## src/hdl/scbw_pkg.sv

```systemverilog
// shared types and constants for the scroll button to wheel core
`timescale 1ns / 1ps
`default_nettype none
package scbw_pkg;

  localparam int unsigned DataW = 8;
  localparam int unsigned TimeW = 16;
  localparam int unsigned CfgIdxW = 2;

  // configuration register indexes
  localparam logic [CfgIdxW-1:0] REG_MASK    = 2'd0;
  localparam logic [CfgIdxW-1:0] REG_AXES    = 2'd1;
  localparam logic [CfgIdxW-1:0] REG_TIMEOUT = 2'd2;
  localparam logic [CfgIdxW-1:0] REG_DIVISOR = 2'd3;

  // axis selector codes
  localparam logic [1:0] AXES_VERT  = 2'd0;
  localparam logic [1:0] AXES_HORIZ = 2'd1;
  localparam logic [1:0] AXES_BOTH  = 2'd2;
  // no axis converted, incoming wheel passes through
  localparam logic [1:0] AXES_NONE  = 2'd3;

  localparam logic [DataW-1:0] RESET_TIMEOUT = 8'd200;
  localparam logic [DataW-1:0] RESET_DIVISOR = 8'd10;

  typedef enum logic [1:0] {
    PHASE_IDLE     = 2'd0,
    PHASE_HELD     = 2'd1,
    PHASE_SCROLLED = 2'd2
  } phase_t;

  typedef enum logic [2:0] {
    ST_IDLE,
    ST_LOAD_Y,
    ST_RUN_Y,
    ST_LOAD_X,
    ST_RUN_X,
    ST_CLICK,
    ST_FINAL
  } state_t;

  typedef struct packed {
    logic             start;
    logic [DataW-1:0] dividend;
    logic [DataW-1:0] divisor;
  } div_req_t;

  typedef struct packed {
    logic             done;
    logic [DataW-1:0] wheel;
    logic [DataW-1:0] rem;
  } div_rsp_t;

endpackage
`default_nettype wire

```

## src/hdl/scroll_button_motion_to_wheel_core.sv

```systemverilog
// Scroll button emulation: while the configured button is held, motion becomes wheel
// counts through one shared serial divider (per axis a load state, the divider's shift
// steps and a done step) unless no axis is selected. A report goes to its final beat
// directly, after a click beat where one is due, or after the divider runs in scroll mode,
// and waits while the output register stays full. One report is worked on at a time; the
// next is taken once the final beat sits in the output register.
`timescale 1ns / 1ps
`default_nettype none
module scroll_button_motion_to_wheel_core (
  input  wire logic                                 clk,
  input  wire logic                                 rst,
  input  wire logic                                 cfg_valid,
  output logic                                      cfg_ready,
  input  wire logic [scbw_pkg::CfgIdxW-1:0]         cfg_index,
  input  wire logic [scbw_pkg::DataW-1:0]           cfg_data,
  input  wire logic                                 in_valid,
  output logic                                      in_ready,
  input  wire logic [scbw_pkg::DataW-1:0]           buttons_in,
  input  wire logic signed [scbw_pkg::DataW-1:0]    move_x,
  input  wire logic signed [scbw_pkg::DataW-1:0]    move_y,
  input  wire logic signed [scbw_pkg::DataW-1:0]    wheel_v_in,
  input  wire logic signed [scbw_pkg::DataW-1:0]    wheel_h_in,
  input  wire logic [scbw_pkg::TimeW-1:0]           now_ms,
  input  wire logic [scbw_pkg::DataW-1:0]           key_buttons,
  output logic                                      out_valid,
  input  wire logic                                 out_ready,
  output logic [scbw_pkg::DataW-1:0]                buttons_out,
  output logic signed [scbw_pkg::DataW-1:0]         out_x,
  output logic signed [scbw_pkg::DataW-1:0]         out_y,
  output logic signed [scbw_pkg::DataW-1:0]         out_v,
  output logic signed [scbw_pkg::DataW-1:0]         out_h,
  output logic                                      last
);

  localparam int unsigned W = scbw_pkg::DataW;

  // configuration
  logic [W-1:0] scroll_button_mask;
  logic [1:0]   scroll_axes;
  logic [W-1:0] click_timeout_ms;
  logic [W-1:0] motion_divisor;

  // persistent state
  scbw_pkg::phase_t              phase;
  logic [scbw_pkg::TimeW-1:0]    press_start_ms;
  logic [W-1:0]                  remainder_x;
  logic [W-1:0]                  remainder_y;

  // current report
  logic         held;
  logic [W-1:0] fin_btn;
  logic [W-1:0] click_btn;
  logic [W-1:0] fx;
  logic [W-1:0] fy;
  logic [W-1:0] fv;
  logic [W-1:0] fh;
  logic [W-1:0] sum_x;
  logic [W-1:0] sum_y;

  scbw_pkg::state_t state;
  scbw_pkg::state_t state_next;

  logic                 accept;
  logic                 out_free;
  logic                 load_click;
  logic                 load_final;
  logic                 held_now;
  logic                 click_now;
  logic [scbw_pkg::TimeW-1:0] elapsed;
  scbw_pkg::div_req_t   div_req;
  scbw_pkg::div_rsp_t   div_rsp;

  assign cfg_ready = 1'b1;
  assign out_free  = !out_valid || out_ready;
  assign accept    = in_valid && in_ready;
  assign held_now  = (buttons_in & scroll_button_mask) != '0;
  assign elapsed   = now_ms - press_start_ms;
  assign click_now = (phase == scbw_pkg::PHASE_HELD) && (scroll_button_mask != '0) &&
                     (elapsed < {{(scbw_pkg::TimeW-W){1'b0}}, click_timeout_ms});

  scbw_div u_div (
    .clk (clk),
    .rst (rst),
    .req (div_req),
    .rsp (div_rsp)
  );

  // next state
  always_comb begin
    state_next = state;
    case (state)
      scbw_pkg::ST_IDLE: begin
        if (in_valid) begin
          if (held_now) begin
            case (scroll_axes)
              scbw_pkg::AXES_VERT:  state_next = scbw_pkg::ST_LOAD_Y;
              scbw_pkg::AXES_BOTH:  state_next = scbw_pkg::ST_LOAD_Y;
              scbw_pkg::AXES_HORIZ: state_next = scbw_pkg::ST_LOAD_X;
              default:              state_next = scbw_pkg::ST_FINAL;
            endcase
          end else if (click_now) begin
            state_next = scbw_pkg::ST_CLICK;
          end else begin
            state_next = scbw_pkg::ST_FINAL;
          end
        end
      end
      scbw_pkg::ST_LOAD_Y: state_next = scbw_pkg::ST_RUN_Y;
      scbw_pkg::ST_RUN_Y: begin
        if (div_rsp.done) begin
          state_next = (scroll_axes == scbw_pkg::AXES_BOTH) ? scbw_pkg::ST_LOAD_X
                                                             : scbw_pkg::ST_FINAL;
        end
      end
      scbw_pkg::ST_LOAD_X: state_next = scbw_pkg::ST_RUN_X;
      scbw_pkg::ST_RUN_X: begin
        if (div_rsp.done) begin
          state_next = scbw_pkg::ST_FINAL;
        end
      end
      scbw_pkg::ST_CLICK: begin
        if (out_free) begin
          state_next = scbw_pkg::ST_FINAL;
        end
      end
      scbw_pkg::ST_FINAL: begin
        if (out_free) begin
          state_next = scbw_pkg::ST_IDLE;
        end
      end
      default: state_next = scbw_pkg::ST_IDLE;
    endcase
  end

  // control outputs
  always_comb begin
    in_ready         = 1'b0;
    load_click       = 1'b0;
    load_final       = 1'b0;
    div_req.start    = 1'b0;
    div_req.dividend = sum_y;
    div_req.divisor  = motion_divisor;
    case (state)
      scbw_pkg::ST_IDLE:   in_ready = 1'b1;
      scbw_pkg::ST_LOAD_Y: div_req.start = 1'b1;
      scbw_pkg::ST_LOAD_X: begin
        div_req.start    = 1'b1;
        div_req.dividend = sum_x;
      end
      scbw_pkg::ST_CLICK:  load_click = out_free;
      scbw_pkg::ST_FINAL:  load_final = out_free;
      default: ;
    endcase
  end

  always_ff @(posedge clk) begin
    if (rst) begin
      state              <= scbw_pkg::ST_IDLE;
      scroll_button_mask <= '0;
      scroll_axes        <= scbw_pkg::AXES_VERT;
      click_timeout_ms   <= scbw_pkg::RESET_TIMEOUT;
      motion_divisor     <= scbw_pkg::RESET_DIVISOR;
      phase              <= scbw_pkg::PHASE_IDLE;
      press_start_ms     <= '0;
      remainder_x        <= '0;
      remainder_y        <= '0;
      out_valid          <= 1'b0;
    end else begin
      state <= state_next;
      if (cfg_valid) begin
        case (cfg_index)
          scbw_pkg::REG_MASK:    scroll_button_mask <= cfg_data;
          scbw_pkg::REG_AXES:    scroll_axes        <= cfg_data[1:0];
          scbw_pkg::REG_TIMEOUT: click_timeout_ms   <= cfg_data;
          scbw_pkg::REG_DIVISOR: motion_divisor     <= cfg_data;
          default: ;
        endcase
      end
      if (accept) begin
        if (held_now) begin
          if (phase == scbw_pkg::PHASE_IDLE) begin
            phase          <= scbw_pkg::PHASE_HELD;
            press_start_ms <= now_ms;
          end
        end else begin
          phase          <= scbw_pkg::PHASE_IDLE;
          press_start_ms <= '0;
        end
      end
      if (state == scbw_pkg::ST_RUN_Y && div_rsp.done) begin
        remainder_y <= div_rsp.rem;
      end
      if (state == scbw_pkg::ST_RUN_X && div_rsp.done) begin
        remainder_x <= div_rsp.rem;
      end
      if (load_final && held && (fv != '0 || fh != '0)) begin
        phase <= scbw_pkg::PHASE_SCROLLED;
      end
      if (load_click || load_final) begin
        out_valid <= 1'b1;
      end else if (out_ready) begin
        out_valid <= 1'b0;
      end
    end
  end

  // report payload
  always_ff @(posedge clk) begin
    if (accept) begin
      held      <= held_now;
      click_btn <= buttons_in | scroll_button_mask;
      sum_x     <= move_x + remainder_x;
      sum_y     <= move_y + remainder_y;
      if (held_now) begin
        fin_btn <= (buttons_in & ~scroll_button_mask) | key_buttons;
        fx      <= '0;
        fy      <= '0;
        // unconverted axes pass the incoming wheel only when no axis is selected
        fv      <= (scroll_axes == scbw_pkg::AXES_NONE) ? wheel_v_in : '0;
        fh      <= (scroll_axes == scbw_pkg::AXES_NONE) ? wheel_h_in : '0;
      end else begin
        fin_btn <= buttons_in | key_buttons;
        fx      <= click_now ? '0 : move_x;
        fy      <= click_now ? '0 : move_y;
        fv      <= click_now ? '0 : wheel_v_in;
        fh      <= click_now ? '0 : wheel_h_in;
      end
    end else begin
      if (state == scbw_pkg::ST_RUN_Y && div_rsp.done) begin
        fv <= div_rsp.wheel;
      end
      if (state == scbw_pkg::ST_RUN_X && div_rsp.done) begin
        fh <= div_rsp.wheel;
      end
    end
  end

  always_ff @(posedge clk) begin
    if (load_click) begin
      buttons_out <= click_btn;
      out_x       <= '0;
      out_y       <= '0;
      out_v       <= '0;
      out_h       <= '0;
      last        <= 1'b0;
    end else if (load_final) begin
      buttons_out <= fin_btn;
      out_x       <= fx;
      out_y       <= fy;
      out_v       <= fv;
      out_h       <= fh;
      last        <= 1'b1;
    end
  end

endmodule
`default_nettype wire

```

## src/hdl/scbw_div.sv

```systemverilog
// serial signed-by-unsigned divider, one quotient bit per cycle, gives negated quotient
`timescale 1ns / 1ps
`default_nettype none
module scbw_div (
  input  wire logic               clk,
  input  wire logic               rst,
  input  wire scbw_pkg::div_req_t req,
  output scbw_pkg::div_rsp_t      rsp
);

  localparam int unsigned W = scbw_pkg::DataW;

  logic               busy;
  logic               done;
  logic [2:0]         count;
  logic               neg;
  logic [W-1:0]       mag;
  logic [W-1:0]       rem;
  logic [W-1:0]       divisor;
  logic [W-1:0]       dividend;
  logic [W:0]         trial;
  logic               fits;
  logic [W-1:0]       rem_next;

  // one restoring step on the magnitude
  always_comb begin
    trial    = {rem, mag[W-1]};
    fits     = trial >= {1'b0, divisor};
    rem_next = fits ? W'(trial - {1'b0, divisor}) : trial[W-1:0];
  end

  always_ff @(posedge clk) begin
    if (rst) begin
      busy  <= 1'b0;
      done  <= 1'b0;
      count <= '0;
    end else begin
      done <= busy && !req.start && (count == 3'd7);
      if (req.start) begin
        busy  <= 1'b1;
        count <= '0;
      end else if (busy) begin
        count <= count + 3'd1;
        if (count == 3'd7) begin
          busy <= 1'b0;
        end
      end
    end
  end

  always_ff @(posedge clk) begin
    if (req.start) begin
      neg      <= req.dividend[W-1];
      mag      <= req.dividend[W-1] ? W'(0) - req.dividend : req.dividend;
      rem      <= '0;
      divisor  <= req.divisor;
      dividend <= req.dividend;
    end else if (busy) begin
      rem <= rem_next;
      mag <= {mag[W-2:0], fits};
    end
  end

  // zero divisor: no count, whole motion stays as remainder
  always_comb begin
    rsp.done = done;
    if (divisor == '0) begin
      rsp.wheel = '0;
      rsp.rem   = dividend;
    end else begin
      rsp.wheel = neg ? mag : W'(0) - mag;
      rsp.rem   = neg ? W'(0) - rem : rem;
    end
  end

endmodule
`default_nettype wire

```

## config.mk

```make
export PLATFORM = sky130hd
export DESIGN_NAME = scroll_button_motion_to_wheel_core
export DESIGN_NICKNAME = d
export VERILOG_FILES = /design/src/hdl/scbw_pkg.sv /design/src/hdl/scroll_button_motion_to_wheel_core.sv /design/src/hdl/scbw_div.sv
export SDC_FILE = /design/constraint.sdc
export NUM_CORES = 1
export LEC_CHECK = 0
export CORE_UTILIZATION = 35
export CTS_CLUSTER_SIZE = 16
export DETAILED_ROUTE_END_ITERATION = 10
export DONT_BUFFER_PORTS = 1
export PLACE_DENSITY = 0.6
export SYNTH_ARGS = -nofsm -noshare
export SYNTH_HDL_FRONTEND = slang
export SYNTH_HIERARCHICAL = 1
export SYNTH_SLANG_ARGS = --single-unit
```

## constraint.sdc

```tcl
create_clock -name clk -period 4.8 [get_ports clk]
set_input_delay 0.96 -clock clk [delete_from_list [all_inputs] [get_ports clk]]
set_output_delay 0.96 -clock clk [all_outputs]
set_load 0.01 [all_outputs]
```

==> results.txt <==
* Maximum number of pins on one net before global-route repair: 68
- Initial cell density of the core: 35.6%
- Peak supply drop: 217 µV
* Number of top-level pins: ~120
* Total congestion overflow after global routing: 0
- In this run the power spent charging and discharging nets is around 1.9 mW.
- Final cell count without fillers: between 1500 and 2000
* Horizontal die dimension: approximately 180 µm
- Clock-pin slew was measured on the worst setup and hold paths at approximately 60 ps.
- The cell sitting at the root of the clock tree is a clkbuf_16.
* Number of flip-flops under the largest register name: 16
- Clk network pwr share: between 20% and 30%
* Proportion of power drawn by flip-flops and latches: a little under half
* DRC viols: 0
- RD Place Congestion: between 0.8 and 0.9
- In this run the mean area of a mapped cell was ~9.3 µm².
- The worst pin sits at a relative slew slack of between 10% and 20%.
- Vias in the first global route: 7539
* Post-synthesis async set-or-reset flop share: 0%
* Run status: finished, final reports clean
- Syn-to-layout area delta: 10.2%
- Biggest register: press_start_ms
* Hold Vio Cnt, Final: 0
- Switch share: 32.5%
* Crit path arrival time: ~4500 ps
* Register area share after synthesis: roughly half
- Antenna-violating nets left: 0
- Number of cells upsized or downsized after cts: 0
- For the final database, setup skew stands at between 15 and 20 ps.
* GR Util All Layers: between 10% and 20%
- TritonCTS created 23 clock buffers.
* P per Cell Area: about 490 nW/µm²
* TritonCTS sink count: 207
- Among all cell types in the netlist, the one instantiated most often is nand2_1.
* Library cell with the largest summed area after synthesis: edfxtp_1
* Worst Max-Slew Pin Slew: ~1200 ps
- Cell internal power was estimated by the tool at 3.88 mW.
- Counting every instance in the synthesized netlist gives ~1100.
- The region available for standard cell placement spans slightly below 30000 µm².
- Once placement completed, the tool counted placed cells totaling 1485.
- RSZ-0062 raised after global routing: no
* Final Cycle Share: approximately nine tenths
- STA classifies the critical path endpoint as a flip-flop.
- Based on the critical path, the design can be clocked at up to between 200 and 250 MHz.
- After synthesis, the netlist uses 73 different library cells.
- Combined area of all synthesized cells: ~11000 µm²
- Total setup buffers inserted after CTS: 0
* H-tree depth reported by CTS: 1
* Global-route wire length before repair: about 40000 µm
- Primary flip-flop cell chosen by synthesis mapping: dfxtp_1
* Category of the most critical setup path: in2reg
- Fraction of layout cells with a size suffix above 1: 8.97%
- Average wire length per cell after detail routing: roughly 16 µm
* Final number of setup-violating endpoints: 0
- The number of nets in the synthesized netlist is roughly 1300.
- Count of standard-cell rows: 63
- Top cells by area, synth: edfxtp_1 28%, dfxtp_1 21%, nand2_1 7.3%
- In this run, the number of DRC markers left after iteration 0 of detailed routing was 506.
- Total Neg Setup Slack: 0 ps
* Diodes inserted: 0
* TritonCTS clock tree: yes
- The later pin in the worst-skew pair is clocked with a latency of just over 500 ps.
- The final layout contains ~1300 nets.
- The final number of max-transition violations came to 0.
- Port buffering added 0 buffers.
- Buffers inserted to repair hold after CTS numbered 0.
- Summed over all nets, the half-perimeter wirelength after detailed placement is 18300 µm.
* Worst r2r src: press_start_ms[1]
- After synthesis, the most frequently instantiated cells are 206 x nand2_1, 128 x a21oi_1, 110 x dfxtp_1.
- Pre-Repair DR Iteration Count: 5
* Initial antenna violation count: 0
- Static leakage: approximately 4.3 nW
- The floorplan step defined a die boundary enclosing 31000 µm².
* Via count: ~8000
- Chip Height: 176 µm
- Worst hold-check path type: reg2reg
- The critical path starts at now_ms[4].
- Number of synthesized flops with an enable pin: between 90 and 100
* Hold path startpoint: motion_divisor[0]
- The top cell type by area accounts for around 28% of the synthesized area.
- Comb pwr share: between 20% and 30%
- Period minus WS final: ~4200 ps
- Vias per std cell: around 5.1
- In this run the worst path has a maximum fanout of 18.
- Launching element type of the critical path: input port
- Data on the critical path is required at its endpoint by ~5000 ps.
- Max-cap violations in this run came to 0.
- After synthesis the netlist holds a flip-flop and latch count of about 210.
* Count of yosys warnings during synthesis: 6
- For this block, the routed nets add up to around 25000 µm of wire.
* Maximum clock insertion buffer count: 3
[logic make-up (layout without fill, tap and decap cells)]
| kind of cell | after synthesis | in the layout | share of synthesized area [%] |
|---|---|---|---|
| simple gates | 401 | 401 | 17.2 |
| compound gates | 275 | 275 | 16.3 |
| mux | 34 | 34 | 3.45 |
| xor+xnor | 43 | 43 | 3.56 |
| other cells | 1 | 1 | 0.0354 |
| buf+inv | 120 | 123 | 4.63 |
| flops | 207 | 207 | 48.3 |
| fa+ha+maj | 53 | 53 | 6.55 |
[per-layer routing]
metal	track usage, %	up-vias	part of all wire [%]
li1	-	3943	-
met1	19.5	3632	42
met2	27.8	192	48
met3	4.82	31	8.2
met4	3.41	0	1.6
met5	0	-	0
[worst paths after layout]
check	slack [ps]	to	depth (start not counted)
setup / recovery	580	fh[4]	16
hold / removal	430	u_div/divisor[0]	0
setup reg to reg	640	fh[4]	17
hold reg to reg	430	u_div/divisor[0]	0
[cell type report]
| class | count | area, µm² |
|---|---|---|
| Fill cell | 2976 | 18000 |
| Sequential cell | 207 | 5110 |
| Multi-Input combinational cell | 807 | 5010 |
| Clock buffer | 39 | 686 |
| Tap cell | 390 | 488 |
| Inverter | 70 | 263 |
| Timing Repair Buffer | 11 | 95.1 |
| Clock inverter | 3 | 18.8 |
[through the flow]
stage / hold WS, ps / util (%) / cell area (µm²) / total power [mW] / setup WS, ps
6_report: 430 / 39.3 / 11700 / 5.75 / 576
2_1_floorplan: 408 / - / 10600 / 3.78 / 284
3_3_place_gp: 414 / 36.9 / 11000 / 4.11 / 159
3_5_place_dp: 419 / 36.9 / 11000 / 4.14 / 113
5_1_grt: 447 / 39.3 / 11700 / 6.12 / 318
4_1_cts: 432 / 39.3 / 11700 / 5.81 / 628
[worst max-delay path, cell delays in order]
cell and delay [ps]:
ha_1 290, a21o_1 190, a31oi_1 180, nand2_1 110
a21o_1 190, a21oi_1 170, xnor2_1 90, ha_1 180
or3b_1 360, a221oi_1 240, o2111ai_1 150, or4b_4 510
nor4_4 270, a41o_2 280, buf_12 170, o21ai_0 110
[power groups by stage]
stage	Sequential (mW)	Combinational, mW	Clock [mW]
after floorplan	2.58	1.20	0
after global placement	2.69	1.43	0
after detailed placement	2.69	1.45	0
after CTS	2.66	1.46	1.70
after global routing	2.71	1.64	1.77
final	2.65	1.45	1.65
[cell usage in the layout (no fill, tap or decap), types with 16 or more instances in the layout]
cell / instances
nand2_1: 206
a21oi_1: 128
dfxtp_1: 110
edfxtp_1: 97
inv_1: 69
nor2_1: 69
ha_1: 49
o21ai_0: 37
xnor2_1: 27
nand3_1: 27
clkbuf_16: 23
a22oi_1: 22
mux2_2: 19
a21o_1: 18
xor2_1: 16
(Power assumes the default switching activity.)
